<file path="src/rtl/jsu_pkg.sv">
// Shared types and constants for the JSON string unescape unit.
// Decoder phases, result kinds and the source characters the decoder matches.
// No dependencies.
package jsu_pkg;

	typedef enum logic [2:0] {
		PH_IDLE   = 3'd0,
		PH_BODY   = 3'd1,
		PH_ESC    = 3'd2,
		PH_HEX1   = 3'd3,
		PH_WANTBS = 3'd4,
		PH_WANTU  = 3'd5,
		PH_HEX2   = 3'd6,
		PH_DRAIN  = 3'd7
	} phase_t;

	typedef enum logic [1:0] {
		KIND_BYTE  = 2'd0,
		KIND_CLOSE = 2'd1,
		KIND_ERROR = 2'd2
	} kind_t;

	localparam int unsigned MAX_RES = 4;
	localparam int unsigned RES_IDX_W = $clog2(MAX_RES);

	localparam logic [7:0] CH_QUOTE = 8'h22;
	localparam logic [7:0] CH_BSLASH = 8'h5C;
	localparam logic [7:0] CH_SLASH = 8'h2F;
	localparam logic [7:0] CH_B = 8'h62;
	localparam logic [7:0] CH_F = 8'h66;
	localparam logic [7:0] CH_N = 8'h6E;
	localparam logic [7:0] CH_R = 8'h72;
	localparam logic [7:0] CH_T = 8'h74;
	localparam logic [7:0] CH_U = 8'h75;
	localparam logic [7:0] CH_SPACE = 8'h20;

	localparam logic [7:0] CTL_BS = 8'h08;
	localparam logic [7:0] CTL_FF = 8'h0C;
	localparam logic [7:0] CTL_LF = 8'h0A;
	localparam logic [7:0] CTL_CR = 8'h0D;
	localparam logic [7:0] CTL_TAB = 8'h09;

	localparam logic [5:0] SURR_HIGH_TAG = 6'b110110;
	localparam logic [5:0] SURR_LOW_TAG = 6'b110111;
	localparam logic [10:0] PLANE_OFFSET = 11'h040;

endpackage

</file>
<file path="src/rtl/json_string_unescape_unit.sv">
// JSON string unescape unit, top level and decoder.
// Depends on jsu_pkg for phases, result kinds and character constants.
//
// An accepted byte is held in the input stage; its results are registered in the
// result stage. Throughput: one source byte per cycle while m_tready is high and
// each byte yields at most one result; a byte that yields n results (up to four,
// from a \u escape) holds the result register, one result per cycle with m_tready.
// Reset: arst_n clears both stages and returns the decoder to idle, state zero.
module json_string_unescape_unit (
	input  logic       clk,
	input  logic       arst_n,
	input  logic       s_tvalid,
	output logic       s_tready,
	input  logic [7:0] s_tdata,   // [7:0] in_byte
	input  logic       s_tlast,   // end_of_input
	output logic       m_tvalid,
	input  logic       m_tready,
	output logic [7:0] m_tdata,   // [7:0] out_byte
	output logic [1:0] m_tuser,   // [1:0] out_kind
	output logic       m_tlast    // run_last
);
	import jsu_pkg::*;

	// input stage
	logic       valid_s1;
	logic [7:0] byte_s1;
	logic       eoi_s1;

	// decoder state
	phase_t      phase_q;
	logic [15:0] accum_q;
	logic [1:0]  cnt_q;
	logic [9:0]  high_q;

	// result stage
	logic                 valid_s2;
	logic [7:0]           res_byte_s2 [MAX_RES];
	kind_t                res_kind_s2;
	logic [RES_IDX_W-1:0] res_last_s2;
	logic [RES_IDX_W-1:0] idx_q;

	// shared decode terms
	logic        hex_ok;
	logic [3:0]  digit;
	logic [15:0] accum_sh;
	logic        dig_done;
	logic        is_high;
	logic        is_low;
	logic [10:0] pair_hi;

	always_comb begin
		hex_ok = 1'b1;
		digit = 4'd0;
		if (byte_s1 inside {[8'h30:8'h39]}) begin
			digit = byte_s1[3:0];
		end else if (byte_s1 inside {[8'h61:8'h66], [8'h41:8'h46]}) begin
			digit = byte_s1[3:0] + 4'd9;
		end else begin
			hex_ok = 1'b0;
		end
	end

	assign accum_sh = {accum_q[11:0], digit};
	assign dig_done = (cnt_q == 2'd3);
	assign is_high = (accum_sh[15:10] == SURR_HIGH_TAG);
	assign is_low = (accum_sh[15:10] == SURR_LOW_TAG);
	assign pair_hi = {1'b0, high_q} + PLANE_OFFSET;

	// next state of the decoder, before end-of-input and error handling
	phase_t      phase_step;
	logic [15:0] accum_d;
	logic [1:0]  cnt_d;
	logic [9:0]  high_d;

	always_comb begin
		phase_step = phase_q;
		accum_d = accum_q;
		cnt_d = cnt_q;
		high_d = high_q;
		case (phase_q)
			PH_IDLE: begin
				if (byte_s1 == CH_QUOTE) phase_step = PH_BODY;
			end
			PH_BODY: begin
				if (byte_s1 == CH_BSLASH) phase_step = PH_ESC;
			end
			PH_ESC: begin
				phase_step = PH_BODY;
				if (byte_s1 == CH_U) begin
					phase_step = PH_HEX1;
					accum_d = '0;
					cnt_d = '0;
				end
			end
			PH_HEX1, PH_HEX2: begin
				if (hex_ok) begin
					accum_d = accum_sh;
					cnt_d = dig_done ? 2'd0 : cnt_q + 2'd1;
					if (dig_done) begin
						if (phase_q == PH_HEX2) begin
							phase_step = PH_BODY;
						end else if (is_high) begin
							high_d = accum_sh[9:0];
							phase_step = PH_WANTBS;
						end else begin
							phase_step = PH_BODY;
						end
					end
				end
			end
			PH_WANTBS: begin
				if (byte_s1 == CH_BSLASH) phase_step = PH_WANTU;
			end
			PH_WANTU: begin
				if (byte_s1 == CH_U) begin
					phase_step = PH_HEX2;
					accum_d = '0;
					cnt_d = '0;
				end
			end
			default: phase_step = PH_DRAIN;
		endcase
	end

	// results caused by the byte in the input stage
	logic       err_raw;
	logic       closed;
	logic [2:0] nb;
	logic [7:0] buf_b [MAX_RES];

	always_comb begin
		err_raw = 1'b0;
		closed = 1'b0;
		nb = 3'd0;
		for (int i = 0; i < MAX_RES; i++) buf_b[i] = 8'h00;
		case (phase_q)
			PH_IDLE: err_raw = (byte_s1 != CH_QUOTE);
			PH_BODY: begin
				if (byte_s1 == CH_QUOTE) begin
					closed = 1'b1;
				end else if (byte_s1 == CH_BSLASH) begin
					nb = 3'd0;
				end else if (byte_s1 < CH_SPACE) begin
					err_raw = 1'b1;
				end else begin
					nb = 3'd1;
					buf_b[0] = byte_s1;
				end
			end
			PH_ESC: begin
				nb = 3'd1;
				case (byte_s1)
					CH_QUOTE, CH_BSLASH, CH_SLASH: buf_b[0] = byte_s1;
					CH_B: buf_b[0] = CTL_BS;
					CH_F: buf_b[0] = CTL_FF;
					CH_N: buf_b[0] = CTL_LF;
					CH_R: buf_b[0] = CTL_CR;
					CH_T: buf_b[0] = CTL_TAB;
					CH_U: nb = 3'd0;
					default: begin
						nb = 3'd0;
						err_raw = 1'b1;
					end
				endcase
			end
			PH_HEX1: begin
				if (!hex_ok) begin
					err_raw = 1'b1;
				end else if (dig_done && !is_high) begin
					if (accum_sh[15:7] == '0) begin
						nb = 3'd1;
						buf_b[0] = accum_sh[7:0];
					end else if (accum_sh[15:11] == '0) begin
						nb = 3'd2;
						buf_b[0] = {3'b110, accum_sh[10:6]};
						buf_b[1] = {2'b10, accum_sh[5:0]};
					end else begin
						nb = 3'd3;
						buf_b[0] = {4'b1110, accum_sh[15:12]};
						buf_b[1] = {2'b10, accum_sh[11:6]};
						buf_b[2] = {2'b10, accum_sh[5:0]};
					end
				end
			end
			PH_WANTBS: err_raw = (byte_s1 != CH_BSLASH);
			PH_WANTU: err_raw = (byte_s1 != CH_U);
			PH_HEX2: begin
				if (!hex_ok) begin
					err_raw = 1'b1;
				end else if (dig_done) begin
					if (!is_low) begin
						err_raw = 1'b1;
					end else begin
						// code point bits [20:10] are pair_hi, [9:0] the low half
						nb = 3'd4;
						buf_b[0] = {5'b11110, pair_hi[10:8]};
						buf_b[1] = {2'b10, pair_hi[7:2]};
						buf_b[2] = {2'b10, pair_hi[1:0], accum_sh[9:6]};
						buf_b[3] = {2'b10, accum_sh[5:0]};
					end
				end
			end
			default: nb = 3'd0;
		endcase
	end

	logic   err;
	logic   has_res;
	phase_t phase_d;

	// end of input inside an open string is an error; any pending bytes are dropped
	assign err = err_raw || (eoi_s1 && !closed && phase_step != PH_DRAIN);
	assign has_res = err || closed || (nb != 3'd0);

	always_comb begin
		if (err || closed) phase_d = eoi_s1 ? PH_IDLE : PH_DRAIN;
		else phase_d = eoi_s1 ? PH_IDLE : phase_step;
	end

	// handshake
	logic out_done;
	logic s2_load_ok;
	logic s1_adv;

	assign m_tvalid = valid_s2;
	assign m_tlast = (idx_q == res_last_s2);
	assign m_tdata = res_byte_s2[idx_q];
	assign m_tuser = res_kind_s2;
	assign out_done = valid_s2 && m_tready && m_tlast;
	assign s2_load_ok = !valid_s2 || out_done;
	assign s1_adv = valid_s1 && (!has_res || s2_load_ok);
	assign s_tready = !valid_s1 || s1_adv;

	always_ff @(posedge clk or negedge arst_n) begin
		if (!arst_n) begin
			valid_s1 <= 1'b0;
		end else if (s_tready) begin
			valid_s1 <= s_tvalid;
		end
	end

	always_ff @(posedge clk) begin
		if (s_tready && s_tvalid) begin
			byte_s1 <= s_tdata;
			eoi_s1 <= s_tlast;
		end
	end

	always_ff @(posedge clk or negedge arst_n) begin
		if (!arst_n) begin
			phase_q <= PH_IDLE;
			accum_q <= '0;
			cnt_q <= '0;
			high_q <= '0;
		end else if (s1_adv) begin
			phase_q <= phase_d;
			accum_q <= accum_d;
			cnt_q <= cnt_d;
			high_q <= high_d;
		end
	end

	always_ff @(posedge clk or negedge arst_n) begin
		if (!arst_n) begin
			valid_s2 <= 1'b0;
			idx_q <= '0;
		end else if (s1_adv && has_res) begin
			valid_s2 <= 1'b1;
			idx_q <= '0;
		end else if (out_done) begin
			valid_s2 <= 1'b0;
			idx_q <= '0;
		end else if (valid_s2 && m_tready) begin
			idx_q <= idx_q + 1'b1;
		end
	end

	always_ff @(posedge clk) begin
		if (s1_adv && has_res) begin
			if (err || closed) begin
				for (int i = 0; i < MAX_RES; i++) res_byte_s2[i] <= 8'h00;
				res_kind_s2 <= err ? KIND_ERROR : KIND_CLOSE;
				res_last_s2 <= '0;
			end else begin
				for (int i = 0; i < MAX_RES; i++) res_byte_s2[i] <= buf_b[i];
				res_kind_s2 <= KIND_BYTE;
				res_last_s2 <= RES_IDX_W'(nb - 3'd1);
			end
		end
	end

	// the read pointer never runs past the last filled result
	assert property (@(posedge clk) disable iff (!arst_n)
		valid_s2 |-> idx_q <= res_last_s2)
		else $error("result index past last entry");

	// close and error are always a run of one
	assert property (@(posedge clk) disable iff (!arst_n)
		(valid_s2 && res_kind_s2 != KIND_BYTE) |-> (res_last_s2 == '0 && m_tdata == 8'h00))
		else $error("close or error result not a single zero result");

	// the last source byte always leaves the decoder idle
	assert property (@(posedge clk) disable iff (!arst_n)
		(s1_adv && eoi_s1) |=> (phase_q == PH_IDLE))
		else $error("decoder not idle after end of input");

	// a byte is never dropped while results wait to be loaded
	assert property (@(posedge clk) disable iff (!arst_n)
		(valid_s1 && has_res && valid_s2 && !out_done) |=> valid_s1)
		else $error("input byte lost while result stage busy");

endmodule

</file>
<file path="config.mk">
export PLATFORM = sky130hd
export DESIGN_NAME = json_string_unescape_unit
export DESIGN_NICKNAME = d
export VERILOG_FILES = /design/src/rtl/jsu_pkg.sv /design/src/rtl/json_string_unescape_unit.sv
export SDC_FILE = /design/constraint.sdc
export NUM_CORES = 1
export LEC_CHECK = 0
export BUFFER_PORTS_ARGS = -buffer_cell sky130_fd_sc_hd__buf_2
export CORE_UTILIZATION = 35
export DETAILED_ROUTE_END_ITERATION = 10
export PLACE_DENSITY = 0.61
export SYNTH_ARGS = -nofsm -noshare
export SYNTH_HDL_FRONTEND = slang
export SYNTH_SLANG_ARGS = --single-unit
</file>
<file path="constraint.sdc">
create_clock -name clk -period 6.7 [get_ports clk]
set_input_delay 0.67 -clock clk [delete_from_list [all_inputs] [get_ports clk]]
set_output_delay 0.67 -clock clk [all_outputs]
set_load 0.01 [all_outputs]
</file>
==> metrics, run 1 <==
Worst Setup End Kind output port; ratio of cells with drive above 1 in the final layout 19.25%; Initial Util between 30% and 40%; final net count 441; GPL Wtd Cong 0.9022; Post-Syn Area 4297 µm²; CTS tree done; nature of the critical path startpoint flop; Chip Width 112.8 µm; ys async rst share around 42%; Max Cap Viol 0; WL final around 11,000 µm; Setup Skew 0.008844 ns; Static Leak 1.882 nW; clock latency on the worst-skew pair 0.34 ns; DRC 0; cell count after placement 557; Int Power 1.190 mW; Port Buffers 25; # clock sinks 73; CTS buffer count 9; Gate power share 32.5%; slowest stage delay, CP 0.54 ns; syn avg cell area 10.53 µm²; YS warnings 0; Worst VDD drop ~0.00023 V; worst r2r src byte_s1[0]; Seq pwr share 41.4%; RSZ-0062 raised after global routing no; CORE AREA approximately 12,000 µm²; vias in the first global route 3,162; outcome complete, no violations; worst hold path type in -> async; Area growth, synth to finish 12.41%; post-CTS sizing 0; syn_nets roughly 430; number of slew-limit violations in the final report 0; Crit Path Class reg -> out; Post-synth EDFFs 42; Congestion Overflow GR 0; FMAX 218.9 MHz; top cell type's share of synthesized area 29.35%; largest net degree at the start of global routing 32; clock period minus worst slack 4.569 ns; final hold vios 0; CP startpoint byte_s1[0]; row count 40; vias per inst 5.796; Die Height 112.8 µm; Routed WL per cell roughly 19 µm; Slew HR 24.24%; Clock transition at path regs 0.06 ns; Distinct cells, synth 72; maximum clock insertion buffer count 2; DIE AREA ~13,000 µm²; # IOs 26; dominant synthesized flop cell edfxtp_1; register area share after synthesis between 40% and 50%; initial antenna violation count 0; Synth area leaders edfxtp_1, dfrtp_1, nor2_1, mux4_2, mux2_4; Tot Pwr 1.874 mW; Post-DP HPWL 7539 µm; drt first pass iters 6; first-pass GRT wire length between 15,000 and 20,000 µm; Switching Share 36.48%; FILL cells 1,164; Post-Syn Instances 408; FF+latch count, synth 73; slowest cell on the critical path edfxtp_1; # diodes 0; CP Cell Sequence inv_1 > ha_1 > or3b_2 > nand4_1 > nand2_1 > and2_1 > o21ai_0 > and3b_1 > ha_1 > nor2b_1 > a41oi_2 > nand2_1 > buf_2; setup tns final 0 ns; GRT Util Overall between 15 and 20%; Setup Buffers After CTS 0; worst slew pin tran 1.126 ns; DRT iter0 DRCs 321; Worst Path Arrival about 4 ns; part of the power in the clock network between 20% and 30%; final core utilization 40.21%; Final Non-Filler Cells between 500 and 600; required time of the critical path around 6 ns; PD cells 387.9 nW/µm²; hold_ws 0.4081 ns; Root Buffer Master clkbuf_16; top cell type by total area after synthesis edfxtp_1; Switch Pwr 0.6835 mW; family of cells with the greatest summed delay on the critical path simple AND/OR/NAND/NOR gates; ANT nets after route 0; H-tree Lvls 3; via count 3,321; # hold bufs at CTS 0; CP Max Fanout 11; endpoints failing setup 0; period utilisation layout 68.19%; Buffers & Inverters on Critical Path 2
-- metrics by stage --
stage	setup slack [ns]	cell area (µm²)
after global placement	2.603	4528
after detailed placement	2.463	4528
after CTS	2.190	4830
final	2.131	4830
after floorplan	1.510	4297
after global routing	1.859	4830
-- metal layers --
metal / routed length [µm] / up-vias / GRT usage (%)
li1: - / 1557 / -
met1: 4984 / 1612 / 23.55
met2: 4872 / 138 / 27.65
met3: 560 / 14 / 3.642
met4: 195 / 0 / 6.222
met5: 0 / - / 0
-- synth_stat cells, drive strengths merged (12+ instances only) --
master  count
nor2       45
edfxtp     42
nand2      33
dfrtp      31
a21oi      21
inv        16
o21ai      16
a22o       15
clkbuf     15
mux2       13
buf        12
nor3       12
-- cells in the final DEF, fill, tap and decap left out, types with 3 or more instances in the layout --
cell type  netlist  layout
a21oi_1         21      21
a222oi_1         4       4
a22o_1          15      15
a22oi_1          6       6
a31oi_1          6       6
and2_1           8       8
and3_1           5       5
buf_2            6      25
buf_4            0       4
clkbuf_16        0       9
dfrtp_1         31      31
edfxtp_1        42      42
ha_1             7       7
inv_1           15      15
mux2_4          10      10
mux4_2           7       7
nand2_1         32      32
nand2b_1         6       6
nand3_1         10      10
nor2_1          45      45
nor2b_1          8       8
nor3_1          11      11
nor3b_1          4       4
nor4_1           4       4
o21ai_0         15      15
o221ai_1         3       3
o31ai_1          4       4
or2_2            3       3
or3b_2           3       3
xor2_1           4       4
-- worst reg2reg max path, delay by kind of cell, from the launching register on --
family                   cells  cell delay (ns)
AO/OA/AOI/OAI                3             0.61
adder cells (fa/ha/maj)      2             0.43
buffers and inverters        1             0.15
flip-flops                   1             0.54
AND/OR/NAND/NOR              7             2.56
-- worst paths after layout --
check                              to  slack (ns)  cells past startpoint
setup / recovery             s_tready        2.13                     13
hold / removal              high_q[1]        0.41                      1
setup reg to reg             cnt_q[1]        2.34                     13
hold reg to reg              cnt_q[1]        0.52                      1
max in group asynchronous    valid_s1        5.79                      1
min in group clk           byte_s1[2]        0.50                      1
-- power groups by stage --
| stage | sequential [mW] | combinational, mW | clock (mW) |
|---|---|---|---|
| floorplan | 0.703 | 0.503 | 0 |
| global placement | 0.778 | 0.598 | 0 |
| detailed placement | 0.786 | 0.605 | 0 |
| CTS | 0.777 | 0.609 | 0.495 |
| global route | 0.797 | 0.666 | 0.515 |
| finish | 0.776 | 0.610 | 0.488 |
-- cells by family after synthesis --
logic type                 share of synthesized area, %
muxes                                             8.183
AOI/OAI and AO/OA                                 16.98
xor gates and xnor gates                          1.223
DFF                                               47.41
and+or+nand+nor                                   19.89
adders and majority gates                         2.038
buffers and inverters                             4.280
-- layout make-up --
cell class	instances	area (µm²)	area share (%)
Clock buffer	9	225.2	4.663
Clock inverter	7	76.32	1.580
Inverter	16	60.06	1.244
Multi-Input combinational cell	292	2092	43.32
Sequential cell	73	2037	42.18
Tap cell	147	183.9	3.808
Timing Repair Buffer	29	155.1	3.212
-- state kept, by name, summed over array words and instances (netlist names), 2 cells and up --
signal,flops
phase_q,3
cnt_q,2
res_byte_s2,29
idx_q,2
m_tuser,2
high_q,10
res_last_s2,2
accum_q,12
byte_s1,8
(Power assumes the default switching activity.)
==> run 2: changes to the inputs <==
Clock period 6.7 ns to 4.4 ns, I/O delays scaled along.
==> run 2 against run 1 <==
  * Combinational power up 60%
  * Sequential power up 48%
  * Final cell count up 1.0%
  * First-iteration DRC count down 12%
  * Clock power up 67%
  * Design area up 1.5%
  * Via count up 0.48%
  * Utilization up 0.59 points
  * Clock skew down 0.0010 ns
  * Critical path type unchanged
  * Largest power group unchanged
==> metrics, run 2 (synthesis results as in run 1) <==
worst hold path type in -> async (unchanged); PD cells 600.1 nW/µm² (was 387.9 nW/µm²); endpoints failing setup 0 (unchanged); DRT iter0 DRCs 284 (was 321); FMAX 242.2 MHz; Max Cap Viol 0 (unchanged); slowest stage delay, CP 0.55 ns (was 0.54 ns); hold_ws 0.1651 ns (was 0.4081 ns); nature of the critical path startpoint flop (unchanged); RSZ-0062 raised after global routing no (unchanged); Worst VDD drop 0.0002436 V (was 0.0002325 V); most common cell after layout, fill and taps aside nor2_1 (unchanged); # IOs 26 (unchanged); ANT nets after route 0 (unchanged); critical path depth 13 (unchanged); H-tree Lvls 3 (unchanged); row count 40 (unchanged); CTS buffer count 9 (unchanged); Port Buffers 25 (unchanged); via count 3,337 (was 3,321); CTS tree done (unchanged); Static Leak 1.930 nW (was 1.882 nW); # diodes 0 (unchanged); final hold vios 0 (unchanged); clock latency on the worst-skew pair 0.35 ns (was 0.34 ns); initial antenna violation count 0 (unchanged); Setup Skew 0.007804 ns (was 0.008844 ns); first-pass GRT wire length 17,070 µm (was 17,040 µm); WL final 10,710 µm (was 10,610 µm); final non-filler cell area 4901 µm² (was 4830 µm²); maximum clock insertion buffer count 2 (unchanged); Clock transition at path regs 0.06 ns (about the same); family of cells with the greatest summed delay on the critical path simple AND/OR/NAND/NOR gates (unchanged); Initial Util 35.77% (unchanged); Post-DP HPWL 7627 µm (was 7539 µm); Int Power 1.891 mW (was 1.190 mW); FILL cells 1,157 (was 1,164); top flop regs res_byte_s2 (29), accum_q (12), high_q (10) (unchanged); Tot Pwr 2.941 mW (was 1.874 mW); Congestion Overflow GR 0 (unchanged); Placement Setup Slack 0.4018 ns (was 2.463 ns); # hold bufs at CTS 0 (unchanged); reg2reg path depth 13 (unchanged); largest net degree at the start of global routing 32 (unchanged); vias per inst 5.763 (was 5.796); GRT Util Overall 17.72% (was 17.41%); Crit Path Class reg -> out (unchanged); final net count 447 (was 441); part of the power in the clock network 27.7% (was 26.0%); period utilisation layout 93.84%; # clock sinks 73 (unchanged); Gate power share 33.3% (was 32.5%); CORE AREA 12,010 µm² (unchanged); DRC 0 (unchanged); Die Height 112.8 µm (unchanged); Final Non-Filler Cells 579 (was 573); ratio of cells with drive above 1 in the final layout 20.37% (was 19.25%); Largest Register res_byte_s2 (unchanged); slowest cell on the critical path edfxtp_1 (unchanged); Chip Width 112.8 µm (unchanged); CP startpoint byte_s1[0] (unchanged); placed cell areas 4573 µm² (was 4528 µm²); Slew HR 32.50% (was 24.24%); Root Buffer Master clkbuf_16 (unchanged); post-CTS sizing 0 (unchanged); Buffers & Inverters on Critical Path 2 (unchanged); worst slew pin tran 1.002 ns (was 1.126 ns); cell count after placement 563 (was 557); number of slew-limit violations in the final report 0 (unchanged); vias in the first global route 3,104 (was 3,162); CP Max Fanout 11 (unchanged); Switching Share 35.71% (was 36.48%); Area growth, synth to finish 14.07% (was 12.41%); setup tns final 0 ns (unchanged); most frequent cells in the layout nor2_1, edfxtp_1, nand2_1 (unchanged); worst r2r src byte_s1[0] (unchanged); final setup margin 0.2710 ns (was 2.131 ns); drt first pass iters 4 (was 6); DIE AREA 12,720 µm² (unchanged); Worst Path Arrival 3.69 ns (was 3.90 ns); CP Cell Sequence inv_1 > ha_1 > or3b_2 > nand4_1 > nand2_1 > and2_1 > o21ai_0 > and3b_1 > ha_1 > nor2b_1 > a41oi_2 > nand2_1 > buf_2 (unchanged); Seq pwr share 39.0% (was 41.4%); final core utilization 40.80% (was 40.21%); GPL Wtd Cong 0.9692 (was 0.9022); Switch Pwr 1.050 mW (was 0.6835 mW); max reg flops 29 (unchanged); outcome complete, no violations (unchanged); required time of the critical path 3.96 ns (was 6.03 ns); clock period minus worst slack 4.129 ns; Worst Setup End Kind output port (unchanged); Setup Buffers After CTS 0 (unchanged); Routed WL per cell 18.49 µm (was 18.52 µm)
-- run 2: cell type report --
cell class	count	area (µm²)	area share (%)
clock inverters	7	102.6	2.093
clock buffers	9	225.2	4.595
flip-flops and latches	73	2037	41.56
well taps	147	183.9	3.753
multi-input cells	292	2092	42.69
inverters	16	60.06	1.225
repair buffers	35	200.2	4.085
-- run 2: final timing paths --
| path | endpoint | slack (ns) |
|---|---|---|
| setup / recovery | s_tready | 0.27 |
| hold / removal | accum_q[1] | 0.17 |
| setup reg to reg | cnt_q[0] | 0.36 |
| hold reg to reg | cnt_q[1] | 0.52 |
| max in group asynchronous | m_tvalid | 3.75 |
| min in group clk | byte_s1[0] | 0.27 |
-- run 2: routing by layer --
layer / share of wire [%] / GRT usage [%] / vias up
met2: 45 / 26.09 / 129
li1: - / - / 1572
met3: 6.5 / 4.767 / 12
met1: 47 / 25.08 / 1624
met4: 1.3 / 6.133 / 0
met5: 0 / 0 / -
-- run 2: power by group through the flow --
stage | registers, mW | clock network [mW] | logic [mW]
6_report | 1.15 | 0.814 | 0.979
5_1_grt | 1.18 | 0.851 | 1.08
4_1_cts | 1.15 | 0.829 | 0.978
3_5_place_dp | 1.16 | 0 | 0.974
3_3_place_gp | 1.15 | 0 | 0.971
2_1_floorplan | 1.06 | 0 | 0.771
==> run 3: changes to the inputs <==
Settings changed: GPL_TIMING_DRIVEN set to 0.
==> run 3 against run 2 <==
  * Largest cell class unchanged
  * Critical endpoint unchanged
  * Sequential cell count is the same
  * Highest routed layer unchanged
  * Critical path type unchanged
  * Clock skew shrank 0.0013 ns
  * Total power shrank 3.2%
  * Hold slack lost 0.0043 ns
==> metrics, run 3 (synthesis results as in run 1) <==
Setup Skew 0.006517 ns (was 0.007804 ns); first-pass GRT wire length 16,870 µm (was 17,070 µm); Largest Register res_byte_s2 (unchanged); nature of the critical path startpoint flop (unchanged); ratio of cells with drive above 1 in the final layout 21.73% (was 20.37%); cell count after placement 580 (was 563); Initial Util 35.77% (unchanged); Worst Setup End Kind output port (unchanged); DIE AREA 12,720 µm² (unchanged); Port Buffers 25 (unchanged); top flop regs res_byte_s2 (29), accum_q (12), high_q (10) (unchanged); period utilisation layout 95.21% (was 93.84%); Chip Width 112.8 µm (unchanged); largest net degree at the start of global routing 32 (unchanged); PD cells 573.9 nW/µm² (was 600.1 nW/µm²); Die Height 112.8 µm (unchanged); maximum clock insertion buffer count 2 (unchanged); worst hold path type in -> async (unchanged); Slew HR 25.69% (was 32.50%); FILL cells 1,144 (was 1,157); CTS buffer count 9 (unchanged); FMAX 238.7 MHz (was 242.2 MHz); Routed WL per cell 17.73 µm (was 18.49 µm); reg2reg end high_q[4] (was cnt_q[0]); Tot Pwr 2.849 mW (was 2.941 mW); clock latency on the worst-skew pair 0.35 ns (about the same); CTS tree done (unchanged); final net count 466 (was 447); endpoints failing setup 0 (unchanged); # hold bufs at CTS 0 (unchanged); GPL Wtd Cong 0.9177 (was 0.9692); max reg flops 29 (unchanged); Switch Pwr 1.041 mW (was 1.050 mW); FF-to-FF setup slack 0.44 ns (was 0.36 ns); worst slew pin tran 1.105 ns (was 1.002 ns); Worst VDD drop 0.0003021 V (was 0.0002436 V); Seq pwr share 37.8% (was 39.0%); worst r2r src byte_s1[0] (unchanged); final hold vios 0 (unchanged); # diodes 0 (unchanged); most frequent cells in the layout nor2_1, edfxtp_1, buf_2 (was nor2_1, edfxtp_1, nand2_1); Gate power share 38.5% (was 33.3%); setup tns final 0 ns (unchanged); DRT iter0 DRCs 250 (was 284); # IOs 26 (unchanged); part of the power in the clock network 23.7% (was 27.7%); row count 40 (unchanged); required time of the critical path 3.96 ns (about the same); reg2reg path depth 16 (was 13); Static Leak 1.939 nW (was 1.930 nW); number of slew-limit violations in the final report 0 (unchanged); Max Cap Viol 0 (unchanged); clock period minus worst slack 4.189 ns (was 4.129 ns); Worst Path Arrival 3.75 ns (was 3.69 ns); most common cell after layout, fill and taps aside nor2_1 (unchanged); H-tree Lvls 3 (unchanged); via count 3,399 (was 3,337); Congestion Overflow GR 0 (unchanged); Final Non-Filler Cells 598 (was 579); drt first pass iters 7 (was 4); Clock transition at path regs 0.06 ns (about the same); initial antenna violation count 0 (unchanged); CORE AREA 12,010 µm² (unchanged); WL final 10,600 µm (was 10,710 µm); Int Power 1.808 mW (was 1.891 mW); # clock sinks 73 (unchanged); Crit Path Class reg -> out (unchanged); Root Buffer Master clkbuf_16 (unchanged); Switching Share 36.54% (was 35.71%); final core utilization 41.32% (was 40.80%); Area growth, synth to finish 15.52% (was 14.07%); Post-DP HPWL 7812 µm (was 7627 µm); vias in the first global route 3,230 (was 3,104); vias per inst 5.684 (was 5.763); CP Max Fanout 10 (was 11); ANT nets after route 0 (unchanged); DRC 0 (unchanged); outcome complete, no violations (unchanged); GRT Util Overall 17.36% (was 17.72%)
## run 3: changes by cell type in the layout (fill, tap and decap cells not counted), sizes merged
| cell | previous run | this run |
|---|---|---|
| clkinv | 3 | 2 |
| bufinv | 2 | 0 |
| clkinvlp | 0 | 2 |
| inv | 18 | 17 |
| buf | 35 | 40 |
| clkbuf | 9 | 25 |
## run 3: through the flow
step                      hold slack, ns  setup slack, ns  area (µm²)
final                             0.1608           0.2109        4964
after CTS                         0.1777          0.01381        4906
after global placement            0.4959          -0.2664        4609
after global routing              0.2126      -0.00008837        4964
after floorplan                   0.1444           0.5903        4300
after detailed placement          0.4999          -0.3714        4609
## run 3: timing repair
item                                    in CTS  in global routing
gates resized for setup                      9                  6
endpoints found under the setup margin      65                 11
cloned                                       0                  0
buffers inserted                             0                  2
## run 3: layer usage
| layer | GRT usage (%) | vias to the layer above | routed length [µm] |
|---|---|---|---|
| met5 | 0 | - | 0 |
| li1 | - | 1610 | - |
| met4 | 8.089 | 0 | 291 |
| met2 | 27.20 | 116 | 4952 |
| met3 | 4.660 | 35 | 602 |
| met1 | 22.38 | 1638 | 4758 |
## run 3: cell type report
class / count / area [µm²] / share of cell area (%)
Clock inverter: 5 / 31.28 / 0.6302
Buffer: 27 / 127.6 / 2.571
Tap cell: 147 / 183.9 / 3.706
Multi-Input combinational cell: 292 / 2141 / 43.13
Clock buffer: 11 / 242.7 / 4.890
Inverter: 16 / 60.06 / 1.210
Sequential cell: 73 / 2037 / 41.04
Timing Repair Buffer: 27 / 140.1 / 2.823
## run 3: power groups by stage
| stage | combinational (mW) | sequential, mW | clock [mW] |
|---|---|---|---|
| 6_report | 1.10 | 1.08 | 0.676 |
| 5_1_grt | 1.20 | 1.10 | 0.719 |
| 4_1_cts | 1.05 | 1.08 | 0.688 |
| 3_5_place_dp | 1.04 | 1.09 | 0 |
| 3_3_place_gp | 1.03 | 1.08 | 0 |
| 2_1_floorplan | 0.771 | 1.06 | 0 |
## run 3: worst max path at each step
stage / start / to / slack [ns] / cells after the start
after floorplan: byte_s1[0] / res_byte_s2[0][0] / 0.59 / 13
after global placement: byte_s1[0] / cnt_q[1] / -0.27 / 15
after detailed placement: byte_s1[0] / byte_s1[0] / -0.37 / 14
after CTS: byte_s1[0] / s_tready / 0.01 / 15
after global routing: byte_s1[0] / s_tready / -0.00009 / 15
final: byte_s1[0] / s_tready / 0.21 / 15
## run 3: worst max-delay path, stage by stage (launching register included)
cell and delay (ns):
edfxtp_1 0.41, buf_2 0.21, inv_1 0.10, ha_2 0.26, or3b_2 0.48, nand4_1 0.22
nand2_2 0.13, and2_1 0.18, clkbuf_2 0.18, o21ai_0 0.10, and3b_1 0.21, ha_1 0.20
nor2b_4 0.24, a41oi_4 0.20, nand2_2 0.16, buf_2 0.14
